File: config.mk
export PLATFORM = sky130hd
export DESIGN_NAME = lfp_merge
export DESIGN_NICKNAME = d
export VERILOG_FILES = /design/src/hdl/lfp_pkg.sv /design/src/hdl/lfp_merge.sv
export SDC_FILE = /design/constraint.sdc
export NUM_CORES = 1
export LEC_CHECK = 0
export BUFFER_PORTS_ARGS = -buffer_cell sky130_fd_sc_hd__buf_2
export CELL_PAD_IN_SITES_DETAIL_PLACEMENT = 1
export CELL_PAD_IN_SITES_GLOBAL_PLACEMENT = 2
export CORE_ASPECT_RATIO = 1.5
export CORE_MARGIN = 3
export CORE_UTILIZATION = 25
export DETAILED_ROUTE_END_ITERATION = 7
export GPL_ROUTABILITY_DRIVEN = 0
export MAX_ROUTING_LAYER = met4
export PLACE_DENSITY_LB_ADDON = 0.1
export RECOVER_POWER = 50
export SYNTH_ARGS = -nofsm -noshare
export SYNTH_HDL_FRONTEND = slang
export SYNTH_SLANG_ARGS = --single-unit
File: constraint.sdc
create_clock -name clk_i -period 0.8 [get_ports clk_i]
set_input_delay 0 -clock clk_i [delete_from_list [all_inputs] [get_ports clk_i]]
set_output_delay 0 -clock clk_i [all_outputs]
set_load 0.01 [all_outputs]
File: src/hdl/lfp_pkg.sv
// Shared types and constants of the LED frame packetizer.
package lfp_pkg;

  // Default frame geometry.
  localparam int LFP_COLUMNS         = 41;
  localparam int LFP_ROWS            = 24;
  localparam int LFP_ROWS_PER_PACKET = 4;

  // Width of one color channel.
  localparam int CHAN_W = 8;

  // Full-scale intensity used by the scaling arithmetic.
  localparam logic [CHAN_W-1:0] FULL_SCALE = 8'd255;

  // Bit steps of the iterative unscale divider (dividend is 16 bits).
  localparam int DIV_STEPS = 2 * CHAN_W;

  // Start pulses from the controller to the color lanes.
  typedef struct packed {
    logic scale_go;
    logic unscale_go;
  } lane_ctl_t;

endpackage

File: src/hdl/lfp_merge.sv
// Merge stage: combines lane results and the fetched byte into the output register.
module lfp_merge
  import lfp_pkg::*;
(
  input  logic                   clk_i,
  input  logic                   rst_ni,
  input  logic                   load_i,
  input  logic                   get_ok_i,
  input  logic                   is_fetch_i,
  input  logic [2:0][CHAN_W-1:0] lane_val_i,
  input  logic [CHAN_W-1:0]      pbyte_i,
  output logic                   free_o,
  output logic                   out_valid_o,
  input  logic                   out_stall_i,
  output logic [CHAN_W-1:0]      read_red_o,
  output logic [CHAN_W-1:0]      read_green_o,
  output logic [CHAN_W-1:0]      read_blue_o,
  output logic [CHAN_W-1:0]      packet_byte_o
);

  logic              valid_q, valid_d;
  logic [CHAN_W-1:0] red_q, green_q, blue_q, pbyte_q;
  logic              use_lanes;

  assign free_o    = !valid_q || !out_stall_i;
  assign use_lanes = get_ok_i && !is_fetch_i;

  // Valid holds while the receiver stalls.
  always_comb begin
    valid_d = valid_q;
    if (load_i) begin
      valid_d = 1'b1;
    end else if (!out_stall_i) begin
      valid_d = 1'b0;
    end
  end

  always_ff @(posedge clk_i or negedge rst_ni) begin
    if (!rst_ni) begin
      valid_q <= 1'b0;
    end else begin
      valid_q <= valid_d;
    end
  end

  // Fields not produced by the item kind read as zero.
  always_ff @(posedge clk_i) begin
    if (load_i) begin
      red_q   <= use_lanes ? lane_val_i[2] : '0;
      green_q <= use_lanes ? lane_val_i[1] : '0;
      blue_q  <= use_lanes ? lane_val_i[0] : '0;
      pbyte_q <= is_fetch_i ? pbyte_i : '0;
    end
  end

  assign out_valid_o   = valid_q;
  assign read_red_o    = red_q;
  assign read_green_o  = green_q;
  assign read_blue_o   = blue_q;
  assign packet_byte_o = pbyte_q;

endmodule

==> flow_metrics.py <==
metrics = {
    "yosys": {
        "synth.avg_cell_area_um2": 17.92,
        "syn_nets": 110,
        "netlist_instances": 72,
        "ys_seq_area_frac": 0.7643,
        "synthesis.area_um2": 1290,
        "synth-seq-cells": 33,
        "yosys_warnings": 0,
        "synth_cell_type_count": 9,
    },
    "die": {
        "die_h_um": 93.98,
        "coreArea_um2": 4926,
        "initial_core_util": 0.2619,
        "dieArea_um2": 6075,
        "io_pins": 72,
        "fp-row-count": 31,
        "dieWidth_um": 64.65,
    },
    "clocking": {
        "cts_root_buf": "clkbuf_8",
        "clock_sink_count": 33,
        "numCtsBuffers": 5,
        "cts_tree": "yes",
        "htree_levels": 2,
        "clockBufferDepth": 2,
        "worstSkewPairLatency_ns": 0.27,
        "path_clk_slew_ns": 0.07,
    },
    "power_and_ir_drop": {
        "vdd_drop_max_uv": 914.6,
        "leakage_nw": 0.8807,
        "powerDensity_nw_per_um2": 1958,
    },
    "placed_design": {
        "pre_cts_slack_ns": -0.07620,
        "port_buffers": 71,
        "dp_cells": 208,
        "hpwlAfterDp_mm": 2.129,
    },
    "grt": {
        "grt_max_degree": 28,
        "grt_pass1_wl_mm": 4.781,
        "grt.busiest_layer": "met2",
        "gr-usage-met2": 0.1836,
        "grt_pass1_vias": 1018,
        "met1_usage": 0.1069,
        "grt_overflow": 0,
        "use_met3": 0.04910,
        "grt_use_total": 0.1095,
        "antenna_found_initial": 0,
    },
    "critical_path": {
        "reg2reg_depth": 2,
        "required_ns": 0.80,
        "reg2reg_slack_ns": 0.03,
        "crit_type": "flip-flop to output pin",
        "critPathTopFamily": "flip-flops",
        "path_buf_inv": 1,
        "path_max_fanout": 3,
        "cp.arrival_ns": 0.85,
        "worst_path_max_delay_cell": "dfrtp_1",
        "worstReg2RegEnd": "out_valid_o",
        "cpPeakStageDelay_ns": 0.39,
        "timing.rr.start": "out_valid_o",
        "cp_cell_sequence": "nand2_1 > buf_2",
        "cp-start-kind": "flip-flop",
        "end_kind": "output pin",
    },
    "routing": {
        "drt.antenna.violating_nets": 0,
        "num_vias": 928,
        "vias_per_cell": 4.161,
        "drc": 0,
        "drtPass1Iterations": 4,
        "wl_mm": 2.955,
        "wl_per_cell_um": 13.25,
        "drt-initial-drc-count": 10,
    },
    "worst_hold_path": {
        "holdPathEnd": "packet_byte_o[1]",
        "min_path_type": "input pin to flip-flop",
        "hold_depth": 2,
        "hp-start": "pbyte_i[1]",
    },
    "timing": {
        "maxSlewViolCount": 0,
        "worst_pin_slew_ns": 0.4934,
        "hold_viol_final": 0,
        "layout_worst_path_cycle_share": 1.059,
        "skew_ns": 0,
        "setup_ws_ns": -0.04756,
        "setup_violations": 4,
        "fin_crit_ns": 0.8476,
        "rsz0062_at_grt": "true",
        "fmax_ghz": 1.180,
        "slew_headroom": 0.6711,
    },
    "run_status": {
        "status": "finished with violations",
        "violations": "negative setup slack",
    },
    "cells_and_area": {
        "drive_gt1_frac": 0.5223,
        "area_growth_pct": 45.39,
        "fillers": 560,
        "multi_input_comb_area_um2": 274.0,
        "final_nets": 194,
        "regArea_um2": 985.9,
        "instances_no_fill": 223,
        "n_antenna_cell": 0,
    },
    "flow_run": {
        "drv_cap": 0,
    },
}
[area by class of cell]
cell class | count | area share
clock buffer | 5 | 0.03669
tap | 66 | 0.04403
sequential | 33 | 0.5257
timing repair buffer | 82 | 0.2408
multi-input combinational | 34 | 0.1461
clock inverter | 3 | 0.006671
[how the worst max path moves through the flow]
stage	slack, ns	from	cells past startpoint	to
after floorplan	0.12	out_valid_o	1	out_valid_o
after global routing	-0.1	out_valid_o	2	free_o
after global placement	-0.04	is_fetch_i	2	read_blue_o[1]
after CTS	-0.06	out_valid_o	2	free_o
final	-0.05	out_valid_o	2	free_o
after detailed placement	-0.08	is_fetch_i	2	read_red_o[1]
[stage by stage]
step / utilization / area, um^2 / power (W) / hold WS, ns / setup TNS (ns)
floorplan: - / 1290 / 0.002265 / -0.2956 / 0
global placement: 0.3559 / 1753 / 0.002532 / -0.2245 / -0.4340
detailed placement: 0.3559 / 1753 / 0.002547 / -0.2221 / -1.254
CTS: 0.3846 / 1894 / 0.003757 / 0.0006037 / -0.2342
global route: 0.3807 / 1876 / 0.003865 / 0.004400 / -0.9353
finish: 0.3807 / 1876 / 0.003673 / 0.008463 / -0.05244
[registers in the layout, indices dropped and copies added, names as in the netlist]
name           flops
packet_byte_o      8
read_blue_o        8
read_green_o       8
read_red_o         8
out_valid_o        1
[repair_timing]
item                                    CTS  global route
gates resized for setup                   0             1
endpoints found under the setup margin   13            33
endpoints found under the hold margin     6             0
gates cloned                              0             0
setup buffers                             0             1
hold buffers                              6             0
[routing by layer]
| metal | wire length, um | part of all wire | up-vias |
|---|---|---|---|
| met2 | 1534 | 0.52 | 54 |
| met3 | 306 | 0.10 | 4 |
| met5 | 0 | 0 | - |
| met1 | 1073 | 0.36 | 433 |
| met4 | 42 | 0.014 | 0 |
| li1 | - | - | 437 |
[Yosys cell counts (all sizes together)]
cell type  instances  area, um^2
and3b             24       212.7
a21o               1       7.510
edfxtp            32       960.9
and2               8       50.05
nand2              1       3.750
buf                5       30.02
dfrtp              1       25.02
[placed cells by master (no fill, tap or decap), drive strengths merged]
cell type	count
and2	8
nand2	1
dfrtp	1
clkbuf	9
dlygate4sd3	6
clkinv	3
and3b	24
buf	72
edfxtp	32
a21o	1
[kinds of logic after synthesis]
| group | Yosys count | share of synthesized area |
|---|---|---|
| simple gates | 33 | 0.2066 |
| buf+inv | 5 | 0.02327 |
| compound gates | 1 | 0.005822 |
| flops | 33 | 0.7643 |
[report_power, final]
group / internal (W) / switching, W / total [W]
Sequential: 0.00203 / 0.0000287 / 0.00206
Combinational: 0.000228 / 0.000220 / 0.000448
Clock: 0.000585 / 0.000579 / 0.00116
Power figures use the tool's default switching activity.
