==> config.mk <==
export PLATFORM = sky130hd
export DESIGN_NAME = lfp_lane
export DESIGN_NICKNAME = d
export VERILOG_FILES = /design/src/hdl/lfp_pkg.sv /design/src/hdl/lfp_lane.sv
export SDC_FILE = /design/constraint.sdc
export NUM_CORES = 1
export LEC_CHECK = 0
export BUFFER_PORTS_ARGS = -buffer_cell sky130_fd_sc_hd__buf_2
export CORE_ASPECT_RATIO = 1.4
export CORE_MARGIN = 5
export CORE_UTILIZATION = 42
export DETAILED_ROUTE_END_ITERATION = 16
export PLACE_DENSITY_LB_ADDON = 0.3
export SLEW_MARGIN = 30
export SYNTH_ARGS = -nofsm -noshare
export SYNTH_HDL_FRONTEND = slang
export SYNTH_SLANG_ARGS = --single-unit
==> constraint.sdc <==
create_clock -name clk_i -period 5.2 [get_ports clk_i]
set_clock_uncertainty 0.1 [all_clocks]
set_input_delay 0.52 -clock clk_i [delete_from_list [all_inputs] [get_ports clk_i]]
set_output_delay 0.52 -clock clk_i [all_outputs]
set_load 0.02 [all_outputs]
==> src/hdl/lfp_pkg.sv <==
// Shared types and constants of the LED frame packetizer.
package lfp_pkg;

  // Default frame geometry.
  localparam int LFP_COLUMNS         = 41;
  localparam int LFP_ROWS            = 24;
  localparam int LFP_ROWS_PER_PACKET = 4;

  // Width of one color channel.
  localparam int CHAN_W = 8;

  // Full-scale intensity used by the scaling arithmetic.
  localparam logic [CHAN_W-1:0] FULL_SCALE = 8'd255;

  // Bit steps of the iterative unscale divider (dividend is 16 bits).
  localparam int DIV_STEPS = 2 * CHAN_W;

  // Start pulses from the controller to the color lanes.
  typedef struct packed {
    logic scale_go;
    logic unscale_go;
  } lane_ctl_t;

endpackage

==> src/hdl/lfp_lane.sv <==
// One color lane: brightness scaling on write and iterative unscaling on read.
module lfp_lane
  import lfp_pkg::*;
(
  input  logic              clk_i,
  input  logic              rst_ni,
  input  lane_ctl_t         ctl_i,
  input  logic [CHAN_W-1:0] value_i,
  input  logic [CHAN_W-1:0] factor_i,
  input  logic [CHAN_W-1:0] stored_i,
  output logic [CHAN_W-1:0] scaled_o,
  output logic [CHAN_W-1:0] unscaled_o,
  output logic              busy_o
);

  localparam int PW = 2 * CHAN_W;
  localparam int CW = $clog2(DIV_STEPS);

  logic [PW-1:0]     prod_q;
  logic [CHAN_W-1:0] scaled_q, scaled_d;
  logic [PW+CHAN_W-1:0] recip;
  logic [CHAN_W-1:0] q0;
  logic [PW-1:0]     q0_times;
  logic [PW-1:0]     resid;

  logic              busy_q, busy_d;
  logic [CW-1:0]     cnt_q, cnt_d;
  logic [PW-1:0]     quot_q, quot_d;
  logic [CHAN_W-1:0] rem_q, rem_d;
  logic [CHAN_W-1:0] div_q, div_d;
  logic [CHAN_W:0]   rem_sh;
  logic [PW-1:0]     dividend;

  // Product of the value and the factor (the limit, or half of it), registered before the divide by 255.
  always_ff @(posedge clk_i) begin
    if (ctl_i.scale_go) begin
      prod_q <= PW'(value_i) * PW'(factor_i);
    end
    scaled_q <= scaled_d;
  end

  // Divide by 255: multiply by 257/65536, then one correction step.
  always_comb begin
    recip    = {prod_q, 8'b0} + (PW+CHAN_W)'(prod_q);
    q0       = recip[PW+CHAN_W-1:PW];
    q0_times = {q0, 8'b0} - PW'(q0);
    resid    = prod_q - q0_times;
    scaled_d = (resid >= PW'(FULL_SCALE)) ? q0 + 1'b1 : q0;
  end

  assign scaled_o = scaled_q;

  // Restoring divider for stored * 255 / divisor, one quotient bit a cycle.
  always_comb begin
    dividend = {stored_i, 8'b0} - PW'(stored_i);
    rem_sh   = {rem_q, quot_q[PW-1]};
    busy_d   = busy_q;
    cnt_d    = cnt_q;
    quot_d   = quot_q;
    rem_d    = rem_q;
    div_d    = div_q;
    if (ctl_i.unscale_go) begin
      div_d = factor_i;
      rem_d = '0;
      cnt_d = '0;
      if (factor_i == '0) begin
        quot_d = '0;
        busy_d = 1'b0;
      end else begin
        quot_d = dividend;
        busy_d = 1'b1;
      end
    end else if (busy_q) begin
      if (rem_sh >= {1'b0, div_q}) begin
        rem_d  = CHAN_W'(rem_sh - {1'b0, div_q});
        quot_d = {quot_q[PW-2:0], 1'b1};
      end else begin
        rem_d  = rem_sh[CHAN_W-1:0];
        quot_d = {quot_q[PW-2:0], 1'b0};
      end
      cnt_d = cnt_q + 1'b1;
      if (cnt_q == CW'(DIV_STEPS - 1)) begin
        busy_d = 1'b0;
      end
    end
  end

  always_ff @(posedge clk_i or negedge rst_ni) begin
    if (!rst_ni) begin
      busy_q <= 1'b0;
      cnt_q  <= '0;
    end else begin
      busy_q <= busy_d;
      cnt_q  <= cnt_d;
    end
  end

  always_ff @(posedge clk_i) begin
    quot_q <= quot_d;
    rem_q  <= rem_d;
    div_q  <= div_d;
  end

  // Results above full scale saturate.
  assign unscaled_o = (|quot_q[PW-1:CHAN_W]) ? FULL_SCALE : quot_q[CHAN_W-1:0];
  assign busy_o     = busy_q;

endmodule

==> key figures, run 1 <==
Status
  • Status: finished, final reports clean

Power and ir drop
  • Sequential share of power: 16.0%
  • Gate power share: between 70 and 80%
  • Worst VDD drop: 0.0005238 V
  • Sw Ratio: a little under 50%
  • Leakage power: roughly 3.4 nW
  • Power Dens Cells: 664.2 nW/um^2
  • P_sw: 2.288 mW
  • Internal: between 2 and 2.5 mW
  • Clock power frac: 12.7%
  • PnR Total Power: 4.754 mW

Route
  • WL per Instance: 15.03 um
  • DRT iter0 DRCs: roughly 210
  • Vias post-DR: ~5,000
  • ANT nets after route: 0
  • DRT Pass-1 Iters: 5
  • Wirelength, routed: between 10,000 and 15,000 um
  • Routed vias/inst: 5.466
  • DRC viols: 0

Placed design
  • Placed instance area: around 6700 um^2
  • Final HPWL DP: 11,120 um
  • Routability cong.: 0.9328
  • Port bufs: 44

Timing
  • Post-Route Setup TNS: 0 ns
  • Final setup violation count: 0
  • Final hold vios: 0
  • Min Tclk post-route: 4.951 ns
  • Relative slew slack: approximately half
  • Max-slew violation count: 0
  • Least-Margin Pin Slew: 0.7303 ns
  • RSZ-0062 raised after global routing: no
  • Max Freq: 202.0 MHz
  • Period utilization: 95.20%

Critical path
  • Critical path type: reg -> reg
  • CP Max Fanout: 5
  • Worst path required time: between 5 and 6 ns
  • CP arrival: just over 5 ns
  • CP endpoint kind: flop
  • R2R depth: 20
  • Kind of start point of the critical path: flop

Run
  • MaxCap Viol Count: 0

Worst hold path
  • Worst Hold Depth: 2
  • Hold crit path type: reg -> reg

Global routing
  • Initial antenna violation count: 0
  • Vias in the first global route: 5,216
  • First-pass GRT wire length: around 24,000 um
  • GRT Util Overall: about 16%
  • Largest net degree at the start of global routing: 40
  • Gr ovfl total: 0

Synthesis
  • Post-synthesis cell area: 6237 um^2
  • Synth Instances: 683
  • Fraction of registers with async set or reset after synthesis: just over 8%
  • Ys Warns: 0
  • Ys flop type: edfxtp_1
  • Post-synthesis sequential area ratio: a little over a quarter
  • Mapped Nets: approximately 830
  • Post-synthesis cell type count: 59
  • EDFF count, synth: 40
  • Synthesis-stage register bit count: 61
  • Syn_area_per_cell: 9.132 um^2

Finish
  • Core Util, Final: 49.34%
  • Layout area overhead: 14.76%
  • Layout cells sized above 1: approximately an eighth
  • NumNets Final: 888
  • Antenna cells: 0
  • Commonest non-fill, non-tap cells in the layout: inv_1 (105), ha_1 (80), nand2_1 (53), buf_2 (44), edfxtp_1 (40)
  • Fin area: a little over 7000 um^2
  • Commonest non-fill, non-tap cell in the layout: inv_1
  • Filler Cell Count: ~1,400

Clock network
  • Clock buffer depth: 2
  • Clock slew at reported path FFs: about 0.05 ns
  • CTS H-tree depth: 3
  • Number of buffers created by CTS: 9
  • Clock sink total: 61
  • Root Buffer: clkbuf_16
  • Clk_lat worst skew: 0.33 ns
  • CTS tree: yes

Floorplan
  • Num ports: 45
  • # rows: 52
  • Die area: 17,420 um^2
  • Core area: 14,510 um^2
  • Initial Util: 42.99%
  • Die Ht: ~150 um
  • DIE WIDTH: ~110 um
==> worst paths after layout <==
kind / startpoint / end / slack (ns)
worst max register to register: prod_q[14] / scaled_o[3] / 0.25
max in group asynchronous: rst_ni / cnt_q[2] / 4.44
worst min register to register: rem_q[5] / rem_q[5] / 0.41
worst max-delay path: prod_q[14] / scaled_o[3] / 0.25
worst min-delay path: rem_q[5] / rem_q[5] / 0.41
min in group asynchronous: rst_ni / cnt_q[3] / 0.43
==> cell type report <==
class,count,area (um^2),area share (%)
Multi-Input combinational cell,500,4199,58.66
Clock inverter,3,45.04,0.6293
Clock buffer,13,260.3,3.636
Tap cell,189,236.5,3.304
Timing Repair Buffer,64,372.9,5.209
Inverter,106,397.9,5.558
Sequential cell,61,1647,23.00
==> critical path, stage by stage (launching register included) <==
cell and delay, ns:
edfxtp_1 0.40, ha_1 0.32, a21o_1 0.19, a221oi_2 0.26
o21ai_1 0.11, and3_1 0.21, and2_1 0.17, ha_1 0.29
inv_1 0.04, ha_1 0.28, inv_2 0.05, ha_4 0.25
a21o_1 0.19, a31o_4 0.23, a2111oi_4 0.38, nor4_2 0.08
or4_4 0.44, a221oi_4 0.42, nand4_4 0.18, nand4_1 0.16
xnor2_1 0.13
==> cell families after synthesis <==
group / after synthesis / share of synthesized area (%)
DFF: 61 / 26.40
buffers and inverters: 123 / 7.683
and+or+nand+nor: 206 / 17.33
muxes: 6 / 0.9629
xor gates and xnor gates: 42 / 5.898
AOI/OAI and AO/OA: 127 / 13.60
adders and majority gates: 118 / 28.12
==> cell usage after synthesis, drive strengths merged, types with 4 or more instances <==
cell type / instances / area [um^2]
xnor2: 27 / 236.5
nand2b: 8 / 50.05
nor3: 7 / 35.03
o31a: 4 / 35.03
nand3: 17 / 85.08
edfxtp: 40 / 1201
a21oi: 32 / 160.2
xor2: 15 / 131.4
and2: 38 / 237.7
or4: 4 / 33.78
dfrtp: 5 / 125.1
o21ai: 21 / 105.1
fa: 37 / 740.7
clkbuf: 14 / 53.80
mux2i: 6 / 60.06
o21bai: 4 / 30.03
nor2: 35 / 131.4
a21o: 8 / 60.06
nor2b: 6 / 37.54
o22ai: 14 / 87.58
a211oi: 8 / 60.06
a21boi: 4 / 30.03
nand4: 11 / 83.83
ha: 81 / 1013
o21a: 5 / 37.54
a31oi: 6 / 37.54
and3: 8 / 51.30
nand2: 53 / 198.9
o32ai: 4 / 35.03
nor4: 6 / 37.54
or2: 4 / 25.02
inv: 106 / 397.9
dfxtp: 16 / 320.3
==> state kept, by name, indices dropped and copies added (netlist names) <==
signal,flops
prod_q,16
rem_q,8
div_q,8
scaled_o,8
cnt_q,4
busy_o,1
quot_q,16
==> layer usage <==
layer | track usage (%) | wire [um]
met2 | 29.97 | 7490
met1 | 19.09 | 5735
met4 | 5.842 | 293
met3 | 2.346 | 546
met5 | 0 | 0
==> through the flow <==
step	hold slack, ns	setup WS, ns	std cells
3_3_place_gp	0.2329	0.1483	911
6_report	0.4078	0.2494	936
5_1_grt	0.4186	0.01759	936
2_1_floorplan	0.1244	0.2272	683
4_1_cts	0.4043	0.001504	928
3_5_place_dp	0.2380	0.06532	911
==> what timing repair did <==
item / 4_1_cts / 5_1_grt
setup endpoints to repair: 0 / 8
endpoints found under the hold margin: 5 / 0
buffers inserted: 0 / 7
hold buffers: 1 / 0
gates resized for setup: 0 / 10
==> power by group through the flow <==
stage | Combinational (mW) | Sequential, mW | Clock [mW]
finish | 3.39 | 0.760 | 0.602
global route | 3.73 | 0.772 | 0.638
CTS | 3.11 | 0.768 | 0.614
detailed placement | 3.07 | 0.777 | 0
global placement | 3.01 | 0.769 | 0
floorplan | 2.34 | 0.791 | 0
(Power assumes the default switching activity.)
==> run 2: changes to the inputs <==
Settings changed: RECOVER_POWER from default to 25.
==> key figures, run 2 (synthesis gave the netlist of run 1 again) <==
Clock network
  • Clock buffer depth: 2 (unchanged)
  • CTS tree: yes
  • Clock slew at reported path FFs: 0.05 ns (about the same)
  • Number of buffers created by CTS: 9 (unchanged)
  • Clock sink total: 61 (unchanged)
  • Root Buffer: clkbuf_16
  • Clk_lat worst skew: 0.33 ns (about the same)
  • CTS H-tree depth: 3 (unchanged)

Route
  • WL per Instance: 15.00 um (-0.15%)
  • DRC viols: 0 (unchanged)
  • Wirelength, routed: 14,040 um (-0.15%)
  • Routed vias/inst: 5.457 (-0.16%)
  • ANT nets after route: 0 (unchanged)
  • DRT iter0 DRCs: 216 (+1.4%)
  • Vias post-DR: 5,108 (-0.16%)
  • DRT Pass-1 Iters: 5 (unchanged)

Power and ir drop
  • Leakage power: 3.354 nW (-0.84%)
  • Power Dens Cells: 663.8 nW/um^2 (about the same)
  • Worst VDD drop: 0.0005162 V (-1.4%)

Finish
  • Post-route non-filler standard cell count: 936 (unchanged)
  • Biggest regs: prod_q: 16 flops, quot_q: 16 flops
  • Commonest non-fill, non-tap cell in the layout: inv_1
  • Multi-input gate area: 4199 um^2 (unchanged)
  • Area taken by flip-flops and latches: 1647 um^2 (unchanged)
  • Commonest non-fill, non-tap cells in the layout: inv_1 (105), ha_1 (80), nand2_1 (53), edfxtp_1 (40)
  • Layout area overhead: 14.56%
  • NumNets Final: 888 (unchanged)
  • Antenna cells: 0 (unchanged)
  • Layout cells sized above 1: 11.51% (-1.3 points)
  • Filler Cell Count: 1,369 (+0.37%)

Placed design
  • Placed cell count: 911 (unchanged)
  • Port bufs: 44 (unchanged)
  • Routability cong.: 0.9328 (unchanged)
  • Final HPWL DP: 11,120 um (unchanged)

Global routing
  • Vias in the first global route: 5,216 (unchanged)
  • Largest net degree at the start of global routing: 40 (unchanged)
  • First-pass GRT wire length: 23,690 um (unchanged)
  • GRT Util Overall: 16.31% (unchanged)
  • Initial antenna violation count: 0 (unchanged)
  • Gr ovfl total: 0 (unchanged)

Critical path
  • Worst reg2reg endpoint: scaled_o[3]
  • CP most frequent cell: ha_1
  • Slack of the worst reg-to-reg path: 0.25 ns (about the same)
  • CP endpoint kind: flop
  • Critical path type: reg -> reg
  • Slowest cell on crit path: or4_4
  • Reg-to-Reg Start: prod_q[14]
  • Slowest Stage Delay on Critical Path: 0.44 ns (about the same)
  • CP arrival: 5.10 ns (about the same)
  • Kind of start point of the critical path: flop
  • CP cell instances: ha_1, a21o_1, a221oi_2, o21ai_1, and3_1, and2_1, ha_1, inv_1, ha_1, inv_2, ha_4, a21o_1, a31o_4, a2111oi_4, nor4_2, or4_4, a221oi_4, nand4_4, nand4_1, xnor2_1
  • R2R depth: 20 (unchanged)
  • Worst path required time: 5.35 ns (about the same)
  • CP Max Fanout: 5 (unchanged)

Timing
  • Period utilization: 95.27% (about the same)
  • Max Freq: 201.9 MHz (about the same)
  • Max-slew violation count: 0 (unchanged)
  • Min Tclk post-route: 4.954 ns (+0.003512 ns)
  • Least-Margin Pin Slew: 0.7765 ns (+0.04616 ns)
  • RSZ-0062 raised after global routing: no
  • Relative slew slack: 48.23% (-2.6 points)
  • Final setup violation count: 0 (unchanged)
  • Final hold vios: 0 (unchanged)
  • Post-Route Setup TNS: 0 ns (unchanged)

Worst hold path
  • Hold crit path type: reg -> reg
  • HP Start: rem_q[5]
  • Worst Hold Path EP: rem_q[5]
  • Worst Hold Depth: 2 (unchanged)

Floorplan
  • Core area: 14,510 um^2 (unchanged)
  • Initial Util: 42.99% (unchanged)
  • DIE WIDTH: 113.0 um (unchanged)
  • # rows: 52 (unchanged)
  • Die Ht: 154.2 um (unchanged)
  • Num ports: 45 (unchanged)
  • Die area: 17,420 um^2 (unchanged)

Run
  • MaxCap Viol Count: 0 (unchanged)

Status
  • Status: finished, final reports clean
[run 2: cell types whose count changed in the layout (fill, tap and decap cells not counted), sizes merged]
| cell | previous run | this run |
|---|---|---|
| buf | 63 | 53 |
| clkbuf | 13 | 23 |
[run 2: worst max-delay path: cells and delay by family (launching register included)]
family                   cells  cell delay (ns)
AO/OA/AOI/OAI                7             1.78
AND/OR/NAND/NOR              6             1.24
adder cells (fa/ha/maj)      4             1.14
flip-flops                   1             0.40
XOR/XNOR                     1             0.13
buffers and inverters        2             0.09
[run 2: timing repair]
action	in CTS	in global routing
hold buffers	1	0
setup buffers	0	7
endpoints found under the hold margin	5	0
setup endpoints to repair	0	8
gates resized for setup	0	10
[run 2: through the flow]
stage / setup WS (ns) / hold slack, ns / total power [mW] / instance area, um^2 / utilization [%]
floorplan: 0.2272 / 0.1244 / 3.131 / 6237 / -
global placement: 0.1483 / 0.2329 / 3.775 / 6710 / 46.25
detailed placement: 0.06532 / 0.2380 / 3.844 / 6716 / 46.29
CTS: 0.001504 / 0.4043 / 4.489 / 7032 / 48.47
global route: 0.01759 / 0.4448 / 5.139 / 7146 / 49.25
finish: 0.2459 / 0.4078 / 4.743 / 7146 / 49.25
[run 2: cell type report]
class / count / share of cell area [%]
multi-input combinational: 500 / 58.76
sequential: 61 / 23.04
inverter: 106 / 5.568
timing repair buffer: 64 / 5.043
clock buffer: 13 / 3.642
tap: 189 / 3.309
clock inverter: 3 / 0.6304
[run 2: worst max-delay path by stage]
stage,from,slack (ns),depth (start not counted),endpoint
floorplan,prod_q[14],0.23,20,scaled_o[6]
global placement,prod_q[14],0.15,20,scaled_o[6]
detailed placement,prod_q[14],0.07,20,scaled_o[3]
CTS,prod_q[14],0.002,20,scaled_o[3]
global route,prod_q[14],0.02,21,scaled_o[3]
finish,prod_q[14],0.25,20,scaled_o[3]
[run 2: power by group]
group	switching (mW)	internal, mW	leakage [nW]
logic	1.99	1.39	2.61
clock network	0.204	0.397	0.142
registers	0.0801	0.680	0.603
[run 2: layer usage]
metal,global-route usage (%),vias to the layer above,part of all wire (%)
li1,-,2480,-
met2,29.97,136,53
met1,19.09,2465,41
met3,2.346,27,3.8
met4,5.842,0,2.2
met5,0,-,0
==> run 3: changes to the inputs <==
Settings changed: CAP_MARGIN from default to 20, CORE_MARGIN 5 to default.
==> key figures, run 3 (synthesis gave the netlist of run 1 again) <==
Status
  • Status: finished, final reports clean

Timing
  • Least-Margin Pin Slew: 0.8105 ns (+0.03404 ns)
  • Final hold vios: 0 (unchanged)
  • Period utilization: 95.52% (+0.25 points)
  • Relative slew slack: 45.97% (-2.3 points)
  • Post-Route Setup TNS: 0 ns (unchanged)
  • Min Tclk post-route: 4.967 ns (+0.01291 ns)
  • Max Freq: 201.3 MHz (-0.26%)
  • Max-slew violation count: 0 (unchanged)
  • RSZ-0062 raised after global routing: no
  • Final setup violation count: 0 (unchanged)
  • Fin worst setup slack: 0.2330 ns (-0.01291 ns)

Route
  • Routed vias/inst: 5.456 (about the same)
  • ANT nets after route: 0 (unchanged)
  • DRT Pass-1 Iters: 5 (unchanged)
  • Vias post-DR: 5,085 (-0.45%)
  • DRC viols: 0 (unchanged)
  • WL per Instance: 15.14 um (+0.92%)
  • Wirelength, routed: 14,110 um (+0.48%)
  • DRT iter0 DRCs: 269 (+25%)

Finish
  • Filler Cell Count: 1,350 (-1.4%)
  • Fin area: 7124 um^2 (-0.30%)
  • Antenna cells: 0 (unchanged)
  • Biggest regs: prod_q: 16 flops, quot_q: 16 flops
  • Core Util, Final: 49.10% (-0.15 points)
  • Multi-input gate area: 4234 um^2 (+0.83%)
  • NumNets Final: 884 (-0.45%)
  • Commonest non-fill, non-tap cells in the layout: inv_1 (105), ha_1 (78), nand2_1 (53), edfxtp_1 (40)
  • Commonest non-fill, non-tap cell in the layout: inv_1
  • Layout area overhead: 14.22%
  • Area taken by flip-flops and latches: 1647 um^2 (unchanged)
  • Layout cells sized above 1: 11.98% (+0.47 points)

Critical path
  • Critical path type: reg -> reg
  • Crit path buffers/inverters: 2 (unchanged)
  • Kind of start point of the critical path: flop
  • CP endpoint kind: flop
  • CP arrival: 5.12 ns (+0.02 ns)
  • CP cell instances: ha_1, a21o_1, a221oi_2, o21ai_1, and3_1, and2_4, ha_4, inv_1, ha_1, inv_2, ha_4, a21o_1, a31o_4, a2111oi_4, nor4_2, or4_4, a221oi_4, nand4_2, nand2_1, xnor2_1
  • Slowest Stage Delay on Critical Path: 0.54 ns (+0.10 ns)
  • Slowest cell on crit path: or4_4
  • CP top delay family: compound AO/OA/AOI/OAI gates
  • CP Max Fanout: 4 (-1)
  • Worst path required time: 5.35 ns (about the same)

Power and ir drop
  • Worst VDD drop: 0.0004622 V (-10%)
  • Sequential share of power: 16.3% (+0.3 points)
  • Internal: 2.408 mW (-2.3%)
  • Clock power frac: 11.8% (-0.9 points)
  • P_sw: 2.276 mW (-0.10%)
  • Gate power share: 71.9% (+0.6 points)
  • Leakage power: 3.334 nW (-0.60%)
  • Sw Ratio: 48.59% (+0.56 points)
  • PnR Total Power: 4.684 mW (-1.3%)
  • Power Dens Cells: 657.4 nW/um^2 (-0.96%)

Clock network
  • CTS H-tree depth: 3 (unchanged)
  • Clock sink total: 61 (unchanged)
  • Clk_lat worst skew: 0.34 ns (about the same)
  • Clock buffer depth: 2 (unchanged)
  • Root Buffer: clkbuf_16
  • Clock slew at reported path FFs: 0.05 ns (about the same)
  • CTS tree: yes
  • Number of buffers created by CTS: 9 (unchanged)

Global routing
  • First-pass GRT wire length: 23,980 um (+1.2%)
  • Initial antenna violation count: 0 (unchanged)
  • GRT Util Overall: 19.19% (+2.9 points)
  • Largest net degree at the start of global routing: 40 (unchanged)
  • Gr ovfl total: 0 (unchanged)
  • Vias in the first global route: 5,167 (-0.94%)

Floorplan
  • Num ports: 45 (unchanged)
  • Initial Util: 42.99% (unchanged)
  • Die Ht: 146.2 um (-5.2%)
  • DIE WIDTH: 105.0 um (-7.1%)
  • Die area: 15,350 um^2 (-12%)
  • # rows: 52 (unchanged)
  • Core area: 14,510 um^2 (unchanged)

Worst hold path
  • Hold crit path type: reg -> reg

Placed design
  • Routability cong.: 0.8707 (-6.7%)
  • Pre-CTS setup slack: 0.04642 ns (-0.01890 ns)
  • Port bufs: 44 (unchanged)
  • Placed instance area: 6705 um^2 (-0.17%)
  • Final HPWL DP: 11,050 um (-0.58%)

Run
  • MaxCap Viol Count: 0 (unchanged)
run 3: final timing paths:
kind                                 from     endpoint  slack [ns]  cells after the start
min in group asynchronous          rst_ni       busy_o        0.46                      2
worst min-delay path             rem_q[5]     rem_q[5]        0.41                      2
max in group asynchronous          rst_ni     cnt_q[1]        4.33                      2
worst max-delay path            prod_q[6]  scaled_o[5]        0.23                     20
worst max register to register  prod_q[6]  scaled_o[5]        0.23                     20
worst min register to register   rem_q[5]     rem_q[5]        0.41                      2
run 3: power groups by stage:
stage / logic [mW] / clock network [mW] / registers [mW]
6_report: 3.37 / 0.553 / 0.763
5_1_grt: 3.73 / 0.576 / 0.778
2_1_floorplan: 2.34 / 0 / 0.791
3_5_place_dp: 3.07 / 0 / 0.777
4_1_cts: 3.10 / 0.560 / 0.768
3_3_place_gp: 3.02 / 0 / 0.766
run 3: metal layers:
layer | vias to the layer above | GRT usage, % | share of wire [%]
met2 | 115 | 35.40 | 53
met4 | 0 | 7.535 | 1.9
met3 | 23 | 2.321 | 3.1
li1 | 2474 | - | -
met5 | - | 0 | 0
met1 | 2473 | 22.42 | 42
run 3: layout make-up:
type,instances,area share (%)
Timing Repair Buffer,60,4.636
Tap cell,189,3.319
Clock buffer,12,3.600
Multi-Input combinational cell,500,59.43
Sequential cell,61,23.11
Clock inverter,4,0.3161
Inverter,106,5.585
run 3: metrics by stage:
step | hold slack [ns] | instances
floorplan | 0.1244 | 683
global placement | 0.2333 | 908
detailed placement | 0.2385 | 908
CTS | 0.4020 | 925
global route | 0.4588 | 932
finish | 0.4074 | 932
run 3: tightest hold or removal path: cells and delay by family (launching register included):
kind             cells  cell delay (ns)
AND/OR/NAND/NOR      1             0.09
AO/OA/AOI/OAI        1             0.05
flip-flops           1             0.32
run 3: repair_timing:
item	CTS	global route
endpoints found under the hold margin	5	0
hold buffers	1	0
resized for setup	0	14
endpoints found under the setup margin	0	8
buffers inserted	0	6
